===== src/vpsp_pkg.sv =====
package vpsp_pkg;

  typedef enum logic [1:0] {
    KIND_SEQ     = 2'd0,
    KIND_HEADER  = 2'd1,
    KIND_PAYLOAD = 2'd2,
    KIND_SUMMARY = 2'd3
  } kind_t;

  typedef enum logic [1:0] {
    STOP_ENDED   = 2'd0,
    STOP_ZERO    = 2'd1,
    STOP_OVERRUN = 2'd2,
    STOP_LIMIT   = 2'd3
  } stop_t;

  typedef enum logic [3:0] {
    PH_SEQ  = 4'b0001,
    PH_HDR  = 4'b0010,
    PH_DATA = 4'b0100,
    PH_STOP = 4'b1000
  } phase_t;

  localparam int unsigned HDR_BYTES = 6;

  typedef struct packed {
    kind_t       kind;
    logic [15:0] seq_number;
    logic [15:0] segment_length;
    logic        field_flag;
    logic [14:0] row_number;
    logic        continuation;
    logic [14:0] pixel_offset;
    logic [7:0]  payload_byte;
    logic        segment_end;
    logic [3:0]  segment_count;
    stop_t       stop_cause;
    logic        final_res;
  } result_t;

endpackage


===== src/vpsp_parser.sv =====
module vpsp_parser #(
  parameter int MAX_SEGMENTS = 12
) (
  input  logic              clk,
  input  logic              rst_n,
  input  logic              advance,
  input  logic [7:0]        in_byte,
  input  logic [15:0]       packet_length,
  input  logic              packet_last,
  output vpsp_pkg::result_t res0,
  output vpsp_pkg::result_t res1,
  output logic [1:0]        res_cnt
);
  import vpsp_pkg::*;

  localparam logic [3:0] SEG_LIMIT = 4'(MAX_SEGMENTS);

  phase_t      phase_r, phase_nxt;
  logic [15:0] pos_r, pos_nxt;
  logic [2:0]  hidx_r, hidx_nxt;
  logic [31:0] shift_r, shift_nxt;
  logic [15:0] remain_r, remain_nxt;
  logic [3:0]  segs_r, segs_nxt;
  stop_t       stop_r, stop_nxt;

  logic [31:0] sh_new;
  logic [15:0] hdr_len;
  logic [15:0] start_pos;
  logic [17:0] seg_extent;
  logic        data_end;
  logic        own_valid;
  result_t     own_res;
  result_t     sum_res;

  assign sh_new     = {shift_r[23:0], in_byte};
  assign hdr_len    = sh_new[15:0];
  assign start_pos  = (pos_r != 16'd0) ? pos_r - 16'd1 : 16'd0;
  assign seg_extent = 18'(start_pos) + 18'(HDR_BYTES) + 18'(hdr_len);
  assign data_end   = (remain_r <= 16'd1);

  always_comb begin
    phase_nxt  = phase_r;
    pos_nxt    = pos_r;
    hidx_nxt   = hidx_r;
    shift_nxt  = shift_r;
    remain_nxt = remain_r;
    segs_nxt   = segs_r;
    stop_nxt   = stop_r;
    own_valid  = 1'b0;
    own_res    = '0;
    sum_res    = '0;

    if (advance) begin
      unique case (phase_r)
        PH_SEQ: begin
          shift_nxt = sh_new;
          if (pos_r != 16'd0) begin
            own_valid          = 1'b1;
            own_res.kind       = KIND_SEQ;
            own_res.seq_number = sh_new[15:0];
            phase_nxt          = PH_HDR;
            hidx_nxt           = '0;
            shift_nxt          = '0;
          end
        end
        PH_HDR: begin
          shift_nxt = sh_new;
          if (hidx_r == 3'd1) begin
            if (hdr_len == 16'd0) begin
              stop_nxt  = STOP_ZERO;
              phase_nxt = PH_STOP;
            end else if (seg_extent > 18'(packet_length)) begin
              stop_nxt  = STOP_OVERRUN;
              phase_nxt = PH_STOP;
            end else begin
              remain_nxt = hdr_len;
              hidx_nxt   = 3'd2;
            end
          end else if (hidx_r >= 3'd5) begin
            segs_nxt               = segs_r + 4'd1;
            own_valid              = 1'b1;
            own_res.kind           = KIND_HEADER;
            own_res.segment_length = remain_r;
            own_res.field_flag     = sh_new[31];
            own_res.row_number     = sh_new[30:16];
            own_res.continuation   = sh_new[15];
            own_res.pixel_offset   = sh_new[14:0];
            phase_nxt              = PH_DATA;
            hidx_nxt               = '0;
            shift_nxt              = '0;
          end else begin
            hidx_nxt = hidx_r + 3'd1;
          end
        end
        PH_DATA: begin
          remain_nxt           = data_end ? 16'd0 : remain_r - 16'd1;
          own_valid            = 1'b1;
          own_res.kind         = KIND_PAYLOAD;
          own_res.payload_byte = in_byte;
          own_res.segment_end  = data_end;
          if (data_end) begin
            if (segs_r >= SEG_LIMIT) begin
              stop_nxt  = STOP_LIMIT;
              phase_nxt = PH_STOP;
            end else begin
              phase_nxt = PH_HDR;
              hidx_nxt  = '0;
              shift_nxt = '0;
            end
          end
        end
        PH_STOP: ;
        default: ;
      endcase

      if (pos_r != 16'hFFFF) pos_nxt = pos_r + 16'd1;

      own_res.segment_count = segs_nxt;
      sum_res.kind          = KIND_SUMMARY;
      sum_res.segment_count = segs_nxt;
      sum_res.stop_cause    = stop_nxt;
      sum_res.final_res     = 1'b1;

      if (packet_last) begin
        phase_nxt  = PH_SEQ;
        pos_nxt    = '0;
        hidx_nxt   = '0;
        shift_nxt  = '0;
        remain_nxt = '0;
        segs_nxt   = '0;
        stop_nxt   = STOP_ENDED;
      end
    end
  end

  // Own result goes first; the summary follows it when both exist.
  always_comb begin
    res0 = own_valid ? own_res : sum_res;
    res1 = sum_res;
    res_cnt = 2'(own_valid) + 2'(advance & packet_last);
  end

  always_ff @(posedge clk) begin
    if (!rst_n) begin
      phase_r  <= PH_SEQ;
      pos_r    <= '0;
      hidx_r   <= '0;
      shift_r  <= '0;
      remain_r <= '0;
      segs_r   <= '0;
      stop_r   <= STOP_ENDED;
    end else begin
      phase_r  <= phase_nxt;
      pos_r    <= pos_nxt;
      hidx_r   <= hidx_nxt;
      shift_r  <= shift_nxt;
      remain_r <= remain_nxt;
      segs_r   <= segs_nxt;
      stop_r   <= stop_nxt;
    end
  end

endmodule


===== src/vpsp_result_fifo.sv =====
module vpsp_result_fifo (
  input  logic              clk,
  input  logic              rst_n,
  input  vpsp_pkg::result_t wr0,
  input  vpsp_pkg::result_t wr1,
  input  logic [1:0]        wr_cnt,
  output logic              room2,
  output logic              rd_valid,
  input  logic              rd_stall,
  output vpsp_pkg::result_t rd_data
);
  import vpsp_pkg::*;

  localparam int DEPTH = 4;

  result_t     mem_r [DEPTH];
  logic [1:0]  wp_r, wp_nxt;
  logic [1:0]  rp_r, rp_nxt;
  logic [2:0]  cnt_r, cnt_nxt;
  logic        pop;
  logic [1:0]  wp_plus1;

  assign rd_valid = (cnt_r != 3'd0);
  assign rd_data  = mem_r[rp_r];
  assign room2    = (cnt_r <= 3'(DEPTH - 2));
  assign pop      = rd_valid && !rd_stall;
  assign wp_plus1 = wp_r + 2'd1;

  always_comb begin
    wp_nxt  = wp_r + wr_cnt;
    rp_nxt  = pop ? rp_r + 2'd1 : rp_r;
    cnt_nxt = cnt_r + 3'(wr_cnt) - 3'(pop);
  end

  always_ff @(posedge clk) begin
    if (wr_cnt != 2'd0) mem_r[wp_r] <= wr0;
    if (wr_cnt == 2'd2) mem_r[wp_plus1] <= wr1;
  end

  always_ff @(posedge clk) begin
    if (!rst_n) begin
      wp_r  <= '0;
      rp_r  <= '0;
      cnt_r <= '0;
    end else begin
      wp_r  <= wp_nxt;
      rp_r  <= rp_nxt;
      cnt_r <= cnt_nxt;
    end
  end

endmodule


===== src/video_payload_segment_parser.sv =====
// Data path: the input register feeds the parser, whose results go into the result
// queue that drives the outputs. Throughput: one byte per cycle while the queue has
// room for two results; the closing byte of a packet can emit two results, so the
// four-entry result queue sets the pace when out_stall backs up.
// Reset (rst_n low, synchronous): parser returns to the sequence number phase
// with all per-packet state cleared, and the result queue empties.
module video_payload_segment_parser #(
  parameter int MAX_SEGMENTS = 12
) (
  input  logic        clk,
  input  logic        rst_n,
  input  logic        in_valid,
  output logic        in_stall,
  input  logic [7:0]  in_byte,
  input  logic [15:0] in_packet_length,
  input  logic        in_packet_last,
  output logic        out_valid,
  input  logic        out_stall,
  output logic [1:0]  out_kind,
  output logic [15:0] out_seq_number,
  output logic [15:0] out_segment_length,
  output logic        out_field_flag,
  output logic [14:0] out_row_number,
  output logic        out_continuation,
  output logic [14:0] out_pixel_offset,
  output logic [7:0]  out_payload_byte,
  output logic        out_segment_end,
  output logic [3:0]  out_segment_count,
  output logic [1:0]  out_stop_cause,
  output logic        out_final_res
);
  import vpsp_pkg::*;

  logic        valid_r;
  logic [7:0]  byte_r;
  logic [15:0] plen_r;
  logic        last_r;
  logic        room2;
  logic        advance;
  result_t     res0, res1, rd_data;
  logic [1:0]  res_cnt;

  assign advance  = valid_r && room2;
  assign in_stall = valid_r && !room2;

  // Hold the input register while the queue lacks room for two results.
  always_ff @(posedge clk) begin
    if (!rst_n) begin
      valid_r <= 1'b0;
    end else if (!in_stall) begin
      valid_r <= in_valid;
    end
  end

  always_ff @(posedge clk) begin
    if (!in_stall) begin
      byte_r <= in_byte;
      plen_r <= in_packet_length;
      last_r <= in_packet_last;
    end
  end

  vpsp_parser #(.MAX_SEGMENTS(MAX_SEGMENTS)) u_parser (
    .clk           (clk),
    .rst_n         (rst_n),
    .advance       (advance),
    .in_byte       (byte_r),
    .packet_length (plen_r),
    .packet_last   (last_r),
    .res0          (res0),
    .res1          (res1),
    .res_cnt       (res_cnt)
  );

  vpsp_result_fifo u_fifo (
    .clk      (clk),
    .rst_n    (rst_n),
    .wr0      (res0),
    .wr1      (res1),
    .wr_cnt   (res_cnt),
    .room2    (room2),
    .rd_valid (out_valid),
    .rd_stall (out_stall),
    .rd_data  (rd_data)
  );

  assign out_kind           = rd_data.kind;
  assign out_seq_number     = rd_data.seq_number;
  assign out_segment_length = rd_data.segment_length;
  assign out_field_flag     = rd_data.field_flag;
  assign out_row_number     = rd_data.row_number;
  assign out_continuation   = rd_data.continuation;
  assign out_pixel_offset   = rd_data.pixel_offset;
  assign out_payload_byte   = rd_data.payload_byte;
  assign out_segment_end    = rd_data.segment_end;
  assign out_segment_count  = rd_data.segment_count;
  assign out_stop_cause     = rd_data.stop_cause;
  assign out_final_res      = rd_data.final_res;

endmodule


===== config.mk =====
export PLATFORM = sky130hd
export DESIGN_NAME = video_payload_segment_parser
export DESIGN_NICKNAME = d
export VERILOG_FILES = /design/src/vpsp_pkg.sv /design/src/vpsp_parser.sv /design/src/vpsp_result_fifo.sv /design/src/video_payload_segment_parser.sv
export SDC_FILE = /design/constraint.sdc
export NUM_CORES = 1
export LEC_CHECK = 0
export BUFFER_PORTS_ARGS = -buffer_cell sky130_fd_sc_hd__buf_2
export CAP_MARGIN = 10
export CORE_MARGIN = 3
export CORE_UTILIZATION = 30
export CTS_CLUSTER_DIAMETER = 100
export DETAILED_ROUTE_END_ITERATION = 6
export GPL_TIMING_DRIVEN = 0
export PLACE_DENSITY = 0.51
export SLEW_MARGIN = 20
export SYNTH_ARGS = -nofsm -noshare
export SYNTH_HDL_FRONTEND = slang
export SYNTH_SLANG_ARGS = --single-unit
export TNS_END_PERCENT = 100

===== constraint.sdc =====
create_clock -name clk -period 14.35 [get_ports clk]
set_clock_uncertainty 0.2 [all_clocks]
set_input_delay 0 -clock clk [delete_from_list [all_inputs] [get_ports clk]]
set_output_delay 0 -clock clk [all_outputs]
set_load 0.1 [all_outputs]

[Word level (Yosys, flattened, before mapping)]
Memories as Yosys holds them, arrays and structs flattened. A register that Yosys moved wholly into a read port is not among the register bits.
Cells that the tools add are included.
Word-level totals
  bits in registers: 102
  memory bits (writable): 328
  word-level logic and storage cells: 136
  memories kept: 1
Memories
  u_fifo.mem_r: depth 4, bits a word 82, read ports 1, clocked after Yosys merged registers in 1, wr ports 2, line vpsp_result_fifo.sv:16  | result_t mem_r [DEPTH];
Cells by class
  $add $sub $neg: 13
  magnitude comparators: 5
  equality and inequality tests: 16
  mux-type cells: 69
  bitwise operators: 1
  reductions and logical operators: 17
Operators by type and width (count)
  $mux W16: 10
  $mux W24: 6
  $mux W48: 3
  $mux W82: 1
  $mux W79: 1
  $pmux W24 S3: 1
  $mux W4: 12
  $pmux W16 S2: 1
  $sub A16 B1 Y16 const B: 2
  $mux W3: 8
  $mux W2: 10
  $add A17 B16 Y18: 1
  $gt A18 B16 Y1: 1
  $add A16 B3 Y17 const B: 1
  $add A16 B1 Y16 const B: 1
  $le A16 B1 Y1 const B: 1
  $logic_not A16 Y1: 1
  $ne A16 B16 Y1 const B: 1
  $reduce_bool A16 Y1: 1
  $pmux W4 S3: 1
  $mux W1: 9
  $mux W9: 1
  $ne A3 B2 Y1 const B: 3
  $ne A3 B3 Y1 const B: 3
  other kinds (34): 41

[Longest topological paths before layout]
  depth in word-level cells: 11
  mapped depth: 27
  depth with buffers taken out: 25

[Modules after synthesis]
From an unflattened synthesis, not the netlist that was laid out.
Unflattened totals
  cells, all modules: 1737
  area, all modules: 23576.4 sq um
By module, submodules not included
  vpsp_result_fifo: instances 1, cells an instance 846, area an instance 16231.8 sq um
  vpsp_parser: instances 1, cells an instance 861, area an instance 6541.3 sq um
  video_payload_segment_parser: instances 1, cells an instance 30, area an instance 803.3 sq um

[Worst setup path before layout]
No wires, ideal clock.
  path type: register to register
  start: register u_parser.pos_r[2]
  end: register u_parser.phase_r[1]
  library setup time: 0.123 ns
  data arrival time: 5.837 ns
  data required time: 14.027 ns
  slack: 8.189 ns
  stages on the path, launching flop included: 26
  path buffers: 2
  period minus slack after synthesis: 6.161 ns
  cell sequence: dfxtp_1 clkbuf_1 or4_1 nor3_1 and4b_1 clkbuf_1 nor2_1 ha_1 ha_1 a21o_1 a31o_1 a221o_1 or2_2 a21oi_1 nor2_1 nor2_1 xnor2_1 ha_1 nand2_1 nor2_1 nand4_1 o21ai_0 o21ai_0 nor3_1 a31oi_1 mux2_1
Between the ends
  cells in the longest elaborated chain, start to end: 7
Ends and longest elaborated chain
  start: declaration: line vpsp_parser.sv:19  | logic [15:0] pos_r, pos_nxt;
  start signal: assignment: line vpsp_parser.sv:154  | pos_r <= pos_nxt;
  $sub A16 B1 Y16 or $reduce_bool A16 Y1 (tied branches): line vpsp_parser.sv:37, vpsp_parser.sv:57
  $mux W16: line vpsp_parser.sv:37  | assign start_pos = (pos_r != 16'd0) ? pos_r - 16'd1 : 16'd0;
  $add A16 B3 Y17: line vpsp_parser.sv:38  | assign seg_extent = 18'(start_pos) + 18'(HDR_BYTES) + 18'(hdr_len);
  $add A17 B16 Y18: line vpsp_parser.sv:38
  $gt A18 B16 Y1: line vpsp_parser.sv:72  | end else if (seg_extent > 18'(packet_length)) begin
  $ne A5 B5 Y1 (no line)
  $reduce_and A6 Y1 (no line) (*)
  end signal: assignment: line vpsp_parser.sv:153  | phase_r <= phase_nxt;
  end: declaration: line vpsp_parser.sv:18  | phase_t phase_r, phase_nxt;
Mark *: on every way between the ends. The rest lies on a longest branch, timed or not.
A chain may end at the register's enable or synchronous reset.

[Worst setup path in the final report]
  start: register u_parser.pos_r[0]
  end: register u_parser.phase_r[1]
The elaborated chain is that of the path after synthesis.

==> flow_summary_export.csv <==
group,metric,value,unit
timing,drv_slew,0,
timing,hold_viol,0,
floorplanning,io_pins,113,
detailed_routing,firstDrtPassIters,5,
logic_synthesis,syn_area_per_cell,11.3,um^2
timing,rsz0062_at_grt,"no",
global_routing,grt_pass1_vias,14732,
worst_setup_path,cp.arrival,7600,ps
logic_synthesis,syn_nets,1775,
place,pre_cts_slack,6860,ps
floorplanning,core,62100,um^2
worst_setup_path,critPathRequiredTime,14620,ps
clocking,clockBufferDepth,3,
timing,tightest_slew,1160,ps
logic_synthesis,syn-cell-area,18900,um^2
global_routing,grt_use_total,17.7,%
worst_setup_path,endpoint_kind,"flip-flop",
place,finalWeightedCongestion,0.851,
min_path,hold_path_class,"flip-flop to flip-flop",
worst_setup_path,worstSetupPathType,"flip-flop to flip-flop",
place,io_buffers,111,
global_routing,antenna_found_initial,0,
floorplanning,start_util,30.5,%
clocking,clk_latency,600,ps
detailed_routing,ant_nets,0,
power_and_ir_drop,leakage,8.76,nW
timing,finalSetupTns,0,ps
finish,layout-drive-gt1-share,16.1,%
floorplanning,row_count,91,
clocking,cts_root_buffer,"clkbuf_16",
worst_setup_path,cp_max_fo,8,
place,placed_cells,2631,
logic_synthesis,async_reset_ff_share,0,%
floorplanning,die_h,257,um
min_path,min-delay-start,"u_fifo.mem_r[3][7]",
logic_synthesis,post-synth-top-area-fraction,39.2,%
logic_synthesis,synth_largest_area_cell,"dfxtp_1",
logic_synthesis,yosysWarnings,0,
worst_setup_path,reg2reg_from,"u_parser.pos_r[0]",
global_routing,grt_pass1_wl,91300,um
detailed_routing,wire_per_inst,21.5,um
finish,areaGrowthSynthToFinish,19.7,%
clocking,clkTransAtPathRegs,60,ps
logic_synthesis,seq_area_frac_synth,48.9,%
logic_synthesis,synth_edf_count,61,
worst_setup_path,startpoint_type,"flip-flop",
clocking,htree_levels,2,
logic_synthesis,synthFlopType,"dfxtp_1",
job,cap_violations,0,
detailed_routing,wl,59600,um
timing,finalSetupViolCount,0,
place,dp_hpwl,41700,um
detailed_routing,vias,14809,
detailed_routing,drc,0,
logic_synthesis,synth.area.top_cells,"dfxtp_1, a22o_1, mux4_2",
logic_synthesis,syn_inst,1683,
logic_synthesis,ys_seq_elements,432,
global_routing,grt-ovfl-total,0,
clocking,cts_tree,"done",
worst_setup_path,crit_path_start,"u_parser.pos_r[0]",
timing,slew_headroom,22.1,%
floorplanning,die_w,257,um
timing,fmax,0.136,GHz
clocking,cts.sinks,432,
run_status,outcome,"finished, final reports clean",
finish,num_antenna_cells,0,
detailed_routing,drtIter0Drc,1046,
timing,finalCritPeriodShare,51.1,%
finish,fin_cells,2772,
floorplanning,fp.dieArea,66200,um^2
timing,fin_ws,7020,ps
detailed_routing,routed_via_density,5.34,
timing,fin_crit,7330,ps
finish,nets,1991,
clocking,cts-buffers-inserted,49,
power_and_ir_drop,power.density,136,nW/um^2
logic_synthesis,synth.distinct_cells,76,
global_routing,grt_max_degree,27,
power_and_ir_drop,irDropWorstVdd,0.102,mV
-- registers in the layout (all words and copies together), names as in the netlist, 4 cells and up, named ones only --
name               flops
u_parser.segs_r        4
u_parser.remain_r     16
plen_r                16
u_parser.shift_r      24
byte_r                 8
u_parser.phase_r       4
u_fifo.mem_r         328
u_parser.pos_r        16
-- metrics by stage --
step / power [mW] / area, um^2 / hold WS [ps] / util [%]
finish: 3.09 / 22700 / 257 / 36.5
global route: 3.22 / 22700 / 273 / 36.5
CTS: 3.13 / 22700 / 253 / 36.5
detailed placement: 1.88 / 20500 / -21.9 / 33.1
global placement: 1.88 / 20500 / -23.8 / 33.1
floorplan: 1.72 / 18900 / -101 / -
-- worst max-delay path: stages, from the launching register on --
cell	delay, ps
dfxtp_1	380
inv_1	130
ha_1	180
or4b_2	630
nor4_4	410
or2_2	240
ha_1	120
inv_1	40
ha_1	220
fa_1	500
a211oi_1	370
o211ai_1	230
a221o_1	370
a21oi_1	250
o21bai_1	100
a21oi_1	180
xnor2_1	190
ha_1	300
nand2_1	60
nor2_1	60
nand4_1	110
o21ai_0	90
o21ai_0	800
nor3_1	270
a31oi_1	420
mux2_1	360
-- cell usage after synthesis (36+ instances only) --
cell type and n:
dfxtp_1 371, a22o_1 241, clkbuf_1 124, nor2_1 108, nand2_1 87, mux4_2 82
edfxtp_1 61, ha_1 61, a32o_1 49, inv_1 49, o21ai_0 40, nand3_1 36
-- logic make-up after synthesis --
| logic type | Yosys count | synth area share (%) |
|---|---|---|
| muxes | 89 | 10.2 |
| xor gates and xnor gates | 49 | 2.27 |
| adders and majority gates | 63 | 4.24 |
| and+or+nand+nor | 364 | 9.59 |
| AOI/OAI and AO/OA | 482 | 20.6 |
| DFF | 432 | 48.9 |
| buffers and inverters | 204 | 4.22 |
-- report_power, final --
group	internal [mW]	total, mW	switching (mW)
Sequential	1.25	1.28	0.0290
Clock	0.705	1.23	0.525
Combinational	0.188	0.582	0.394
Total	2.15	3.09	0.948
-- path summary, 6_finish.rpt --
path / end / slack (ps) / cells after the start
max: u_parser.phase_r[1] / 7020 / 25
min: u_fifo.mem_r[3][7] / 260 / 2
max reg2reg: u_parser.phase_r[1] / 7020 / 25
min reg2reg: u_fifo.mem_r[3][7] / 260 / 2
-- timing repair --
action                    4_1_cts  5_1_grt
setup buffers                   0        0
resized for setup               0        0
hold buffers                   54        0
hold endpoints to repair       48        0
-- cells in the final DEF, fill, tap and decap left out, types with 17 or more instances in the layout --
| cell | n |
|---|---|
| a21boi_1 | 20 |
| inv_1 | 49 |
| nor2_1 | 108 |
| ha_1 | 61 |
| nand2_1 | 87 |
| and2_1 | 17 |
| a32o_1 | 49 |
| clkbuf_1 | 136 |
| buf_2 | 125 |
| edfxtp_1 | 61 |
| mux4_2 | 82 |
| dlygate4sd3_1 | 54 |
| xor2_1 | 20 |
| xnor2_1 | 29 |
| nand3_1 | 36 |
| o21ai_0 | 40 |
| a21oi_1 | 33 |
| dfxtp_1 | 371 |
| a22o_1 | 241 |
| clkbuf_16 | 49 |
-- area by class of cell --
class	count	area, um^2
Multi-Input combinational cell	1047	8890
Sequential cell	432	9260
Fill cell	6179	39400
Inverter	50	188
Timing Repair Buffer	165	1100
Tap cell	837	1050
Buffer	154	613
Clock inverter	18	201
Clock buffer	69	1370
-- metal layers --
layer / track usage [%] / share of wire (%) / vias to the layer above
met1: 24.6 / 46 / 7501
met3: 2.64 / 4.8 / 85
li1: - / - / 6823
met5: 0 / 0 / -
met4: 4.41 / 2.1 / 0
met2: 28.8 / 47 / 400
(Power assumes the default switching activity.)
